==> src/design/mtcsp_pkg.sv <==
`timescale 1ns / 1ps
package mtcsp_pkg;

    localparam int CLIP_DEPTH_DEF  = 65536;
    localparam int SAMPLE_BITS_DEF = 16;
    localparam int LEN_W           = 17;
    localparam int NOTE_W          = 8;
    localparam int SMP_W           = 16;
    localparam int ADDR_W          = 16;
    localparam int CFG_IDX_W       = 2;
    localparam int OUT_Q_DEPTH     = 4;
    localparam int CMD_Q_DEPTH     = 2;

    localparam logic [NOTE_W-1:0] KICK_NOTE_RESET  = 8'd36;
    localparam logic [NOTE_W-1:0] SNARE_NOTE_RESET = 8'd38;

    // request codes of an input item
    localparam logic [1:0] REQ_MIDI  = 2'd0;
    localparam logic [1:0] REQ_TICK  = 2'd1;
    localparam logic [1:0] REQ_WRITE = 2'd2;

    // configuration register indexes
    localparam logic [CFG_IDX_W-1:0] CFG_KICK_LEN   = 2'd0;
    localparam logic [CFG_IDX_W-1:0] CFG_SNARE_LEN  = 2'd1;
    localparam logic [CFG_IDX_W-1:0] CFG_KICK_NOTE  = 2'd2;
    localparam logic [CFG_IDX_W-1:0] CFG_SNARE_NOTE = 2'd3;

    localparam logic CLIP_KICK  = 1'b0;
    localparam logic CLIP_SNARE = 1'b1;

    typedef enum logic [1:0] {
        OP_TRIG  = 2'd0,
        OP_TICK  = 2'd1,
        OP_WRITE = 2'd2
    } t_op;

    typedef struct packed {
        logic [1:0]               req_type;
        logic                     msg_complete;
        logic [NOTE_W-1:0]        note_byte;
        logic [NOTE_W-1:0]        velocity_byte;
        logic                     write_clip;
        logic [ADDR_W-1:0]        write_addr;
        logic signed [SMP_W-1:0]  write_sample;
    } t_in_item;

    typedef struct packed {
        logic signed [SMP_W-1:0]  sample_out;
        logic                     active;
    } t_out_item;

    typedef struct packed {
        t_op                      op;
        logic                     clip;
        logic [ADDR_W-1:0]        addr;
        logic [SMP_W-1:0]         sample;
    } t_cmd;

endpackage

==> src/design/mtcsp_fifo.sv <==
`timescale 1ns / 1ps
module mtcsp_fifo #(
    parameter int WIDTH = 8,
    parameter int DEPTH = 2
) (
    input  logic                       i_clk,
    input  logic                       i_rst_n,
    input  logic                       i_wr,
    input  logic [WIDTH-1:0]           i_wdata,
    input  logic                       i_rd,
    output logic [WIDTH-1:0]           o_rdata,
    output logic                       o_full,
    output logic                       o_empty,
    output logic [$clog2(DEPTH+1)-1:0] o_count
);

    localparam int PW = (DEPTH > 1) ? $clog2(DEPTH) : 1;
    localparam int CW = $clog2(DEPTH + 1);
    localparam logic [PW-1:0] LAST = PW'(DEPTH - 1);
    localparam logic [CW-1:0] FULL_CNT = CW'(DEPTH);

    logic [WIDTH-1:0] r_mem [DEPTH];
    logic [PW-1:0]    r_wr_ptr, n_wr_ptr;
    logic [PW-1:0]    r_rd_ptr, n_rd_ptr;
    logic [CW-1:0]    r_count, n_count;

    always_comb begin
        n_wr_ptr = r_wr_ptr;
        n_rd_ptr = r_rd_ptr;
        n_count  = r_count;
        if (i_wr) begin
            n_wr_ptr = (r_wr_ptr == LAST) ? '0 : r_wr_ptr + 1'b1;
        end
        if (i_rd) begin
            n_rd_ptr = (r_rd_ptr == LAST) ? '0 : r_rd_ptr + 1'b1;
        end
        if (i_wr && !i_rd) begin
            n_count = r_count + 1'b1;
        end else if (!i_wr && i_rd) begin
            n_count = r_count - 1'b1;
        end
    end

    always_ff @(posedge i_clk) begin
        if (!i_rst_n) begin
            r_wr_ptr <= '0;
            r_rd_ptr <= '0;
            r_count  <= '0;
        end else begin
            r_wr_ptr <= n_wr_ptr;
            r_rd_ptr <= n_rd_ptr;
            r_count  <= n_count;
        end
    end

    always_ff @(posedge i_clk) begin
        if (i_wr) begin
            r_mem[r_wr_ptr] <= i_wdata;
        end
    end

    assign o_rdata = r_mem[r_rd_ptr];
    assign o_full  = (r_count == FULL_CNT);
    assign o_empty = (r_count == '0);
    assign o_count = r_count;

    a_no_overflow: assert property (@(posedge i_clk) disable iff (!i_rst_n)
        (o_full && !i_rd) |-> !i_wr)
        else $error("queue written while full");

    a_no_underflow: assert property (@(posedge i_clk) disable iff (!i_rst_n)
        o_empty |-> !i_rd)
        else $error("queue read while empty");

    a_count_track: assert property (@(posedge i_clk) disable iff (!i_rst_n)
        (i_wr && !i_rd) |=> (r_count == $past(r_count) + 1'b1))
        else $error("queue count lost a write");

endmodule

==> src/design/mtcsp_front.sv <==
`timescale 1ns / 1ps
module mtcsp_front
    import mtcsp_pkg::*;
(
    input  logic              i_clk,
    input  logic              i_rst_n,
    input  logic              i_push,
    input  t_in_item          i_item,
    input  logic [NOTE_W-1:0] i_kick_note,
    input  logic [NOTE_W-1:0] i_snare_note,
    output logic              o_full,
    output logic              o_cmd_valid,
    output t_cmd              o_cmd,
    input  logic              i_cmd_take
);

    localparam int CMD_W = $bits(t_cmd);

    logic       w_accept;
    logic       w_keep;
    t_cmd       w_cmd;
    logic       w_full;
    logic       w_empty;
    logic [CMD_W-1:0] w_rdata;
    logic [$clog2(CMD_Q_DEPTH+1)-1:0] w_count;

    // classify: drop MIDI items that do not trigger and unknown requests
    always_comb begin
        w_keep       = 1'b0;
        w_cmd.op     = OP_TICK;
        w_cmd.clip   = i_item.write_clip;
        w_cmd.addr   = i_item.write_addr;
        w_cmd.sample = i_item.write_sample;
        case (i_item.req_type)
            REQ_MIDI: begin
                w_cmd.op = OP_TRIG;
                if (i_item.msg_complete && (i_item.velocity_byte != '0)) begin
                    if (i_item.note_byte == i_kick_note) begin
                        w_keep     = 1'b1;
                        w_cmd.clip = CLIP_KICK;
                    end else if (i_item.note_byte == i_snare_note) begin
                        w_keep     = 1'b1;
                        w_cmd.clip = CLIP_SNARE;
                    end
                end
            end
            REQ_TICK: begin
                w_keep   = 1'b1;
                w_cmd.op = OP_TICK;
            end
            REQ_WRITE: begin
                w_keep   = 1'b1;
                w_cmd.op = OP_WRITE;
            end
            default: begin
                w_keep = 1'b0;
            end
        endcase
    end

    assign w_accept = i_push && !w_full;

    mtcsp_fifo #(
        .WIDTH (CMD_W),
        .DEPTH (CMD_Q_DEPTH)
    ) u_cmd_q (
        .i_clk   (i_clk),
        .i_rst_n (i_rst_n),
        .i_wr    (w_accept && w_keep),
        .i_wdata (w_cmd),
        .i_rd    (i_cmd_take),
        .o_rdata (w_rdata),
        .o_full  (w_full),
        .o_empty (w_empty),
        .o_count (w_count)
    );

    assign o_full      = w_full;
    assign o_cmd_valid = !w_empty;
    assign o_cmd       = t_cmd'(w_rdata);

    a_cmd_q_bound: assert property (@(posedge i_clk) disable iff (!i_rst_n)
        w_count <= ($clog2(CMD_Q_DEPTH+1))'(CMD_Q_DEPTH))
        else $error("command queue count out of range");

endmodule

==> config.mk <==
export PLATFORM = sky130hd
export DESIGN_NAME = mtcsp_front
export DESIGN_NICKNAME = d
export VERILOG_FILES = /design/src/design/mtcsp_pkg.sv /design/src/design/mtcsp_fifo.sv /design/src/design/mtcsp_front.sv
export SDC_FILE = /design/constraint.sdc
export NUM_CORES = 1
export LEC_CHECK = 0
export ABC_AREA = 1
export ABC_CLOCK_PERIOD_IN_PS = 4200
export BUFFER_PORTS_ARGS = -buffer_cell sky130_fd_sc_hd__buf_2
export CORE_ASPECT_RATIO = 1.25
export CORE_MARGIN = 2
export CORE_UTILIZATION = 50
export CTS_CLUSTER_SIZE = 25
export DETAILED_ROUTE_END_ITERATION = 7
export MAX_ROUTING_LAYER = met4
export PLACE_DENSITY = 0.79
export SYNTH_ARGS = -nofsm -noshare
export SYNTH_HDL_FRONTEND = slang
export SYNTH_SLANG_ARGS = --single-unit
==> constraint.sdc <==
create_clock -name i_clk -period 4.2 [get_ports i_clk]
set_input_delay 0.42 -clock i_clk [delete_from_list [all_inputs] [get_ports i_clk]]
set_output_delay 0.42 -clock i_clk [all_outputs]
set_load 0.01 [all_outputs]
# Word-level counts from Yosys, hierarchy flattened
# Memory sizes are Yosys's and may differ from the RTL's. A register that Yosys moved wholly into a read port is not among the register bits.
# Index checks and enable logic that the tools add are counted.
[word_totals]
regBits = 4
ram_bits = 70
in_bits = 72
output_inout_bits = 37
wordCells = 44
n_memories = 1
[memory_table]
columns = ["name", "words", "width", "read_ports", "rd_clocked_by_memory_dff", "wr", "line", "source"]
rows = [
  ["u_cmd_q.r_mem", 2, 35, 1, 1, 1, "mtcsp_fifo.sv:22", "logic [WIDTH-1:0] r_mem [DEPTH];"],
]
[classes]
add_sub_neg = 4
n_eq_ne = 5
mux = 17
reduce_logical = 14
[op_table]
columns = ["cell", "n"]
rows = [
  ["8-bit equality test", 2],
  ["1-bit 2-to-1 mux", 13],
  ["8-bit nonzero test", 1],
  ["1-bit logical AND", 5],
  ["2-bit equality test, second input constant", 2],
  ["1-bit zero test", 4],
  ["2-bit zero test", 2],
  ["2-bit 2-to-1 mux", 2],
  ["2-bit case mux with 2 select lines", 1],
  ["1-bit adder, second input constant", 2],
  ["2-bit by 1-bit adder with 2-bit output, second input constant", 1],
  ["2-bit by 1-bit equality test with 1-bit output, second input constant", 1],
  ["1-bit case mux with 2 select lines", 1],
  ["2-bit nonzero test", 1],
  ["2-bit OR reduction", 1],
  ["2-bit by 1-bit subtractor with 2-bit output, second input constant", 1],
]

# Depth between registers and ports, before layout
# Gate-level depths: netlist (run 1).
[logic_depth]
depth_word = 10
ltp_mapped = 14
ltp_nobuf = 14

# Cells and area by module
# From an unflattened synthesis (run 1), not the netlist that was laid out.
[unflattened]
cells_unflattened = 219
area_unflattened_um2 = 3291.9
[modules_own_cells]
columns = ["mod", "n_inst", "cells_each", "area_each_um2", "seq_area_each_um2"]
rows = [
  ["mtcsp_fifo", 1, 144, 2907.8, 2202.1],
  ["mtcsp_front", 1, 75, 384.1, 0.0],
]

# Worst setup path before layout (run 1)
# Ideal clock, no wire load.
[synth_timing]
path_kind = "input to register"
from = "in i_item[50] in the netlist's numbering"
to = "mem u_cmd_q.r_mem[0][0] in the netlist's numbering (enable)"
setup_time_ps = 427
t_arrival_ps = 2599
t_required_ps = 3773
path_slack_ps = 1174
stages = 8
path_buffers = 0
path_cell_list = "inv_1 -> ha_1 -> nand2_1 -> nor2_2 -> nand3_2 -> nand3_2 -> nand2_1 -> nor2_1"
[synth_via]
elab_chain_cells = 6
word_cells_on_any_way = 8
classes_between = "eq/ne: 2; mux: 3; reduce/logical: 3"
[synth_lines]
columns = ["item", "line", "source"]
rows = [
  ["start, declared", "mtcsp_front.sv:8", "input t_in_item i_item,"],
  ["2-bit equality test / 2-bit by 1-bit equality test with 1-bit output (equally long branches)", "mtcsp_front.sv:34", "case (i_item.req_type)"],
  ["2-bit OR reduction (no line)", "--", ""],
  ["1-bit case mux with 2 select lines (*)", "mtcsp_front.sv:34", ""],
  ["1-bit logical AND (*)", "mtcsp_front.sv:69", ".i_wr (w_accept && w_keep),"],
  ["1-bit 2-to-1 mux (*)", "mtcsp_fifo.sv:57", "if (i_wr) begin"],
  ["1-bit 2-to-1 mux (implied by the code) (*)", "mtcsp_fifo.sv:58", "r_mem[r_wr_ptr] <= i_wdata;"],
  ["end, declared", "mtcsp_fifo.sv:22", ""],
]
# Mark *: on every way between the ends. The rest lies on a longest branch, timed or not.

# Worst setup path in the final report (run 1)
[layout_timing]
from = "in i_item[50] in the netlist's numbering"
to = "mem u_cmd_q.r_mem[0][6] in the netlist's numbering (enable)"
# The elaborated chain is that of the path after synthesis.

==> results of run 1 <==
layer usage:
layer  GRT usage  share of wire  vias up  wire (microns)
met3     0.03482          0.072        7             384
li1            -              -      974               -
met2      0.2544           0.50       84            2668
met4     0.08482          0.017        0              91
met5           -              0        -               0
met1      0.1834           0.41      869            2203
how the worst min path moves through the flow:
stage / cells past startpoint / to / from / slack [ns]
floorplan: 2 / u_cmd_q.o_count[1] / u_cmd_q.o_count[1] / 0.44
global placement: 2 / u_cmd_q.o_count[1] / u_cmd_q.o_count[1] / 0.45
detailed placement: 2 / u_cmd_q.o_count[1] / u_cmd_q.o_count[1] / 0.46
CTS: 1 / u_cmd_q.r_mem[1][20] / i_item[20] / 0.26
global route: 1 / u_cmd_q.r_mem[1][0] / i_item[0] / 0.26
finish: 1 / u_cmd_q.r_mem[1][20] / i_item[20] / 0.27
cell families (layout without fill, tap and decap cells):
logic type,count (synthesis),after routing,share of synthesized area
buffers and inverters,23,145,0.03139
adder cells (fa/ha/maj),5,5,0.01987
AO/OA/AOI/OAI,8,8,0.01351
multiplexers,35,35,0.1252
AND/OR/NAND/NOR,53,53,0.07989
flip-flops,75,75,0.6995
XOR/XNOR,11,11,0.03060
where the power goes:
group          internal [W]  switching, W
registers          0.000853    0.00000789
clock network      0.000272      0.000248
logic             0.0000933      0.000102
critical path, delay by kind of cell:
family / cells / cell delay, ns
fa+ha+maj: 1 / 0.17
buf+inv: 2 / 0.20
simple gates: 6 / 1.27
state kept, by name (all words and copies together), names as in the netlist, named ones only:
name	cells
u_cmd_q.o_count	2
u_cmd_q.r_mem	70
u_cmd_q.r_wr_ptr	1
u_cmd_q.r_rd_ptr	1
metrics by stage:
step	hold WS, ns	power [W]
2_1_floorplan	0.4424	0.0009892
3_3_place_gp	0.4524	0.001070
3_5_place_dp	0.4580	0.001076
4_1_cts	0.2583	0.001590
5_1_grt	0.2554	0.001639
6_report	0.2709	0.001576
final cells by class:
cell class	count	area (sq um)
Clock buffer	9	123.9
Multi-Input combinational cell	112	854.6
Tap cell	85	106.4
Fill cell	433	2143
Clock inverter	7	68.82
Timing Repair Buffer	110	555.5
Sequential cell	75	2202
Inverter	19	71.32
cell usage after synthesis:
library cell / n
sky130_fd_sc_hd__a21boi_1: 1
sky130_fd_sc_hd__a21oi_1: 4
sky130_fd_sc_hd__buf_2: 1
sky130_fd_sc_hd__buf_4: 3
sky130_fd_sc_hd__dfxtp_1: 5
sky130_fd_sc_hd__edfxtp_1: 70
sky130_fd_sc_hd__ha_1: 5
sky130_fd_sc_hd__inv_1: 18
sky130_fd_sc_hd__inv_2: 1
sky130_fd_sc_hd__mux2_2: 35
sky130_fd_sc_hd__nand2_1: 31
sky130_fd_sc_hd__nand3_2: 4
sky130_fd_sc_hd__nor2_1: 12
sky130_fd_sc_hd__nor2_2: 5
sky130_fd_sc_hd__nor3b_4: 1
sky130_fd_sc_hd__o21ai_0: 3
sky130_fd_sc_hd__xnor2_1: 11
==> results by stage, run 1 <==
Pwr:
- For this design the static power due to leakage is 1.645 nW.
- The maximum vdd ir drop is 0.2189 mV.
- In this run the power density over the cells is 395.8 mW/mm^2.

Route:
- The per-cell routed wire length is 12.82 microns.
- For this run, design rule violations remaining after detail routing come to 0.
- The detailed-router iteration count before antenna repair is 4.
- Dividing the detail-routed via count by the number of cells gives 4.638.
- The number of DRC violations after detailed-routing iteration 0 is 133.
- The total vias in the final route is 1,934.
- The count of antenna-violating nets left after detailed routing is 0.
- For this block, the routed nets add up to 5348 microns of wire.

Place:
- At the end of routability-driven placement, the weighted congestion stood at 0.7007.
- Counting tap cells, the placed design contains a total of 401 instances.
- The post-place instance area is 0.003790 sq mm.
- The count of buffers added on input and output ports is 108.
- Timing analysis after detailed placement gives a worst setup slack of 1.678 ns.
- The post-detailed-placement half-perimeter wirelength is 3784 microns.

Clocking:
- The count of clock tree sinks is 75.
- For this design, the CTS-stage hold fixing added 0 buffers.
- The CTS tree is yes.
- Clock-pin slew was measured on the worst setup and hold paths at 0.08 ns.
- The clock network latency to the later pin of the worst-skew pair is 0.33 ns.
- The H-tree was split into 3 levels.
- Counting the buffers created by CTS gives 9.
- Post-CTS timing repair inserted 0 buffers for setup.
- The clock passes through at most 2 buffers.
- The root cell of the clock tree is sky130_fd_sc_hd__clkbuf_8.
- The post-cts repair resize count is 0.

Worst setup path:
- The worst register-to-register path begins at u_cmd_q.o_count[1].
- The worst setup path startpoint is i_item[50].
- STA classifies the critical path endpoint as a flop.
- The worst path required time is 4.15 ns.
- By startpoint and endpoint, the worst setup path is classified as in2reg.
- The number of cell instances on the worst register-to-register path is 5.
- The highest net fanout along the worst path is 35.
- In this design, the stage delay of the slowest critical-path cell is 0.76 ns.
- The capturing point of the worst reg2reg path is u_cmd_q.r_mem[0][6].
- The setup check on the worst reg-to-reg path leaves a slack of 2.25 ns.
- Traced cell by cell, the critical path runs through buf_2, inv_1, ha_1, nand2_1, nor2_2, nand3_2, nand3_2, nand2_1, nor2_4.
- The end of the critical path is u_cmd_q.r_mem[0][6].
- For the worst setup path, the data arrival time is 2.08 ns.
- The startpoint class of the critical path is a primary input.
- The slowest cell on the critical path is sky130_fd_sc_hd__nor2_4.

Floorplanning:
- During I/O placement, the number of pins put on the boundary was 109.
- The initial utilization of the core area, before any placement, comes to 0.5139.
- From left edge to right edge, the die measures 74.97 microns.
- In this run the core area contains 32 standard-cell rows.
- The area enclosed by the die boundary is 0.006951 sq mm.
- The core region is 0.006126 sq mm.
- The die extent in y is 92.72 microns.

STA:
- The accumulated negative setup slack is 0 ns.
- Dividing the final minimum period by the clock period gives 0.5059.
- Setup violations remaining at the end of the flow were counted as 0.
- The final critical-path setup slack is 2.075 ns.
- The fmax is 470.6 MHz.
- Setup repair after global routing left no endpoint under its margin.
- The final count of pins violating max slew is 0.
- At the pin with the least slew margin, the transition time is 0.9844 ns.
- The worst pin sits at a relative slew slack of 0.3422.
- For the final database, setup skew stands at 0.006596 ns.
- The number of hold violations in the final report is 0.
- The shortest period the worst path allows is 2.125 ns.

Global routing:
- The number of global-route vias before repair was 1,808.
- The initial antenna violation count was 0.
- The overall fraction of global-route tracks in use is 0.1589.
- The global-route wire length before repair is 7872 microns.
- Global routing finished with a remaining overflow of 0.
- The largest net degree at the start of global routing is 36.

Yosys:
- By area the synthesized netlist is led by sky130_fd_sc_hd__edfxtp_1 67%, sky130_fd_sc_hd__mux2_2 13%, sky130_fd_sc_hd__nand2_1 3.7%, sky130_fd_sc_hd__dfxtp_1 3.2%, sky130_fd_sc_hd__xnor2_1 3.1%.
- The number of library cell types mapped by synthesis is 17.
- The share of the synthesized area in the top cell type is 0.6677.
- Synthesis produced a netlist whose cell count is 210.
- The netlist area before placement is 0.003148 sq mm.
- The sequential share of the synthesized area is 0.6995.
- Counting every net in the synthesized netlist gives 287.
- The flip-flop and latch count after synthesis is 75.
- The average cell area after synthesis is 14.99 sq um.
- The number of warning messages in the yosys log is 0.
- The biggest area contributor in the post-synthesis netlist is sky130_fd_sc_hd__edfxtp_1.

Min path:
- The path class of the lowest-slack min-delay path is in2reg.

Finish:
- In the layout the commonest cells are 108 x sky130_fd_sc_hd__buf_2, 70 x sky130_fd_sc_hd__edfxtp_1, 35 x sky130_fd_sc_hd__mux2_2.
- From synthesis to final layout, the design area changed by 26.51%.
- The final standard cell area without fillers is 0.003983 sq mm.
- For this run, the share of the core covered by cells in the final layout is 0.6501.
- The non-filler instance count after layout is 417.
- The number of antenna diodes is 0.
- Of the cells placed in the final design, the portion with a size suffix greater than 1 is 0.5211.
- The library cell used most frequently in the layout, excluding fill and tap cells, is sky130_fd_sc_hd__buf_2.
- The total number of nets in the final design is 404.

Job:
- Max-cap violations in this run came to 0.

Outcome:
- The run finished with clean final reports.
No activity file was read; power rests on OpenSTA's default activity.
==> run 2, diff against run 1 <==
Settings changed: ABC_CLOCK_PERIOD_IN_PS 4200 to 2200.
Clock period 4.2 ns to 2.2 ns, I/O delays scaled along.
==> run 2 against run 1 <==
Compared with the run above: via count grew 0.78%; sequential power increased by 92%; register-to-register slack worse by 1.8 ns; clock-buffer cell count is the same; clock power increased by 130%; sequential cell count did not move; wire length grew 2.8%; die area did not move; non-clock buffer count is 1 higher; combinational power grew 93%; critical path depth is 6 lower.
==> results by stage, run 2 (synthesis gave the netlist of run 1 again) <==
Outcome:
- The run finished with clean final reports.

Pwr:
- The net switching power of the design was 0.0006591 W (+84%).
- The fraction of power consumed by combinational cells is 0.118 (-0.006).
- The maximum vdd ir drop came to 0.2930 mV (+34%).
- The part of the total power dissipated in sequential elements is 0.514 (-0.032).
- The part of the power in the clock network is 0.368 (+0.038).
- The internal power component is 0.002556 W (+110%).
- The fraction of power spent switching nets came to 0.2050 (-0.02249).
- The total power after layout was 0.003215 W (+100%).
- The static leakage is 1.676 nW (+1.9%).
- The total power per unit cell area is 790.8 mW/mm^2 (+100%).

Route:
- The per-cell routed wire length is 13.18 microns (+2.8%).
- The detailed-router iteration count before antenna repair was 4 (unchanged).
- The count of antenna-violating nets left after detailed routing came to 0 (unchanged).
- The total wire length after detailed routing came to 5497 microns (+2.8%).
- The number of design rule violations left after detail routing came to 0 (unchanged).
- The total vias in the final route is 1,949 (+0.78%).
- The average via count per standard cell is 4.674 (+0.78%).
- The number of DRC violations after detailed-routing iteration 0 was 68 (-49%).

STA:
- The number of hold violations in the final report is 0 (unchanged).
- The worst hold margin was 0.06879 ns (-0.2021 ns).
- The setup skew after layout is 0.006435 ns (-0.0001610 ns).
- The smallest clock period supported by the final layout is computed as 1.806 ns.
- The remaining max-slew budget at the tightest pin is 0.7794 (+0.4372).
- The pin slew with the least headroom to its limit is 0.3309 ns (-0.6535 ns).
- The final critical-path setup slack is 0.3943 ns (-1.681 ns).
- The final count of pins violating max slew is 0 (unchanged).
- The final count of negative-setup-slack endpoints is 0 (unchanged).
- The fmax is 553.8 MHz.
- The accumulated negative setup slack is 0 ns (unchanged).
- In the finished design, the share of the clock period the worst path needs comes to 0.8208.
- Setup repair after global routing left no endpoint under its margin.

Worst setup path:
- The startpoint class of the critical path is a flop.
- The worst setup path is of the reg2out kind.
- STA classifies the critical path endpoint as a primary output.
- The endpoint arrival time on the critical path is 1.59 ns (-0.49 ns).
- The highest net fanout along the worst path was 23 (-34%).
- The worst path required time was 1.98 ns (-2.17 ns).

Floorplanning:
- The die extent in y was 92.72 microns (unchanged).
- The area enclosed by the die boundary is 0.006951 sq mm (unchanged).
- The number of placed I/O pins is 109 (unchanged).
- The core footprint is 0.006126 sq mm (unchanged).
- The count of standard-cell rows is 32 (unchanged).
- The initial core utilization is 0.5139 (unchanged).
- The chip width came to 74.97 microns (unchanged).

Global routing:
- The initial antenna violation count is 0 (unchanged).
- The overall fraction of global-route tracks in use is 0.1722 (+0.01329).
- The global route total overflow is 0 (unchanged).
- The global-route wire length before repair was 8466 microns (+7.5%).
- The number of global-route vias before repair is 1,947 (+7.7%).
- The largest net degree at the start of global routing is 36 (unchanged).

Finish:
- More flip-flops sit in one register than any other, and that register is u_cmd_q.r_mem.
- The most common cell after layout, fill and taps aside is sky130_fd_sc_hd__buf_2.
- The area overhead of the layout relative to synthesis is 29.13%.
- The number of flip-flops under the largest register name is 70 (unchanged).
- The layout filler cell count is 449 (+3.7%).
- The fraction of layout cells with a size suffix above 1 is 0.5181 (-0.003012).
- The non-filler instance count after layout is 417 (unchanged).
- In the layout the commonest cells are 108 x sky130_fd_sc_hd__buf_2, 70 x sky130_fd_sc_hd__edfxtp_1, 35 x sky130_fd_sc_hd__mux2_2.
- The total number of nets in the final design is 405 (+0.25%).
- The number of antenna diodes is 0 (unchanged).

Clocking:
- The CTS clock-pin slew for the worst setup and hold paths is 0.07 ns (about the same).
- The root cell of the clock tree is sky130_fd_sc_hd__clkbuf_8.
- The clock network latency to the later pin of the worst-skew pair is 0.33 ns (about the same).
- The count of hold-fix buffers inserted at cts came to 0 (unchanged).
- The number of buffers created by CTS came to 9 (unchanged).
- The buffer levels on the longest clock path is 2 (unchanged).
- The count of buffers added by post-CTS timing repair for setup was 0 (unchanged).
- The count of clock tree sinks is 75 (unchanged).
- The maximum level of the CTS H-tree was 3 (unchanged).
- The post-cts repair resize count is 0 (unchanged).
- TritonCTS built the clock tree.

Place:
- The global placement routability congestion is 0.7396 (+5.6%).
- The post-detailed-placement half-perimeter wirelength is 3957 microns (+4.6%).
- The number of placed instances with taps included is 402 (+0.25%).
- The port buffer count is 108 (unchanged).
- The worst slack at placement is 0.1470 ns (-1.531 ns).

Job:
- The number of maximum-capacitance constraint violations is 0 (unchanged).

Min path:
- In this run the worst hold path is classified as in2reg.
[run 2: changes by cell type in the layout (fill, tap and decap cells not counted), sizes merged]
cell	before	now
clkinv	4	2
clkinvlp	2	1
bufinv	1	3
buf	110	111
[run 2: power by group through the flow]
stage	registers (W)	logic [W]	clock network, W
floorplan	0.00167	0.000219	0
global placement	0.00168	0.000374	0
detailed placement	0.00168	0.000384	0
CTS	0.00165	0.000386	0.00121
global route	0.00166	0.000421	0.00127
finish	0.00165	0.000379	0.00118
[run 2: layout make-up]
| cell class | count | area, sq um | area share |
|---|---|---|---|
| well taps | 85 | 106.4 | 0.02616 |
| inverters | 19 | 71.32 | 0.01754 |
| multi-input cells | 112 | 854.6 | 0.2102 |
| flip-flops and latches | 75 | 2203 | 0.5420 |
| clock inverters | 6 | 105.1 | 0.02585 |
| repair buffers | 111 | 600.6 | 0.1477 |
| clock buffers | 9 | 123.9 | 0.03047 |
[run 2: stage by stage]
stage | instance area [sq um] | util
global placement | 3836 | 0.6262
finish | 4065 | 0.6636
CTS | 4065 | 0.6636
floorplan | 3156 | -
detailed placement | 3836 | 0.6262
global route | 4065 | 0.6636
[run 2: worst paths after layout]
path	startpoint	end	slack (ns)	cells after the start
setup / recovery	flop	o_cmd[34]	0.39	3
hold / removal	i_item[5]	u_cmd_q.r_mem[1][5]	0.07	1
setup reg to reg	u_cmd_q.o_count[1]	u_cmd_q.o_count[1]	0.43	10
hold reg to reg	u_cmd_q.o_count[1]	u_cmd_q.o_count[1]	0.48	2
[run 2: critical path, cell delays in order (launching register included)]
cell and delay (ns):
sky130_fd_sc_hd__dfxtp_2 0.53, sky130_fd_sc_hd__buf_12 0.22, sky130_fd_sc_hd__mux2_2 0.35, sky130_fd_sc_hd__buf_2 0.14
[run 2: metal layers]
layer	track usage	wire length, microns
met2	0.2902	2852
met4	0.1101	125
met5	-	0
met3	0.03156	369
met1	0.1792	2149
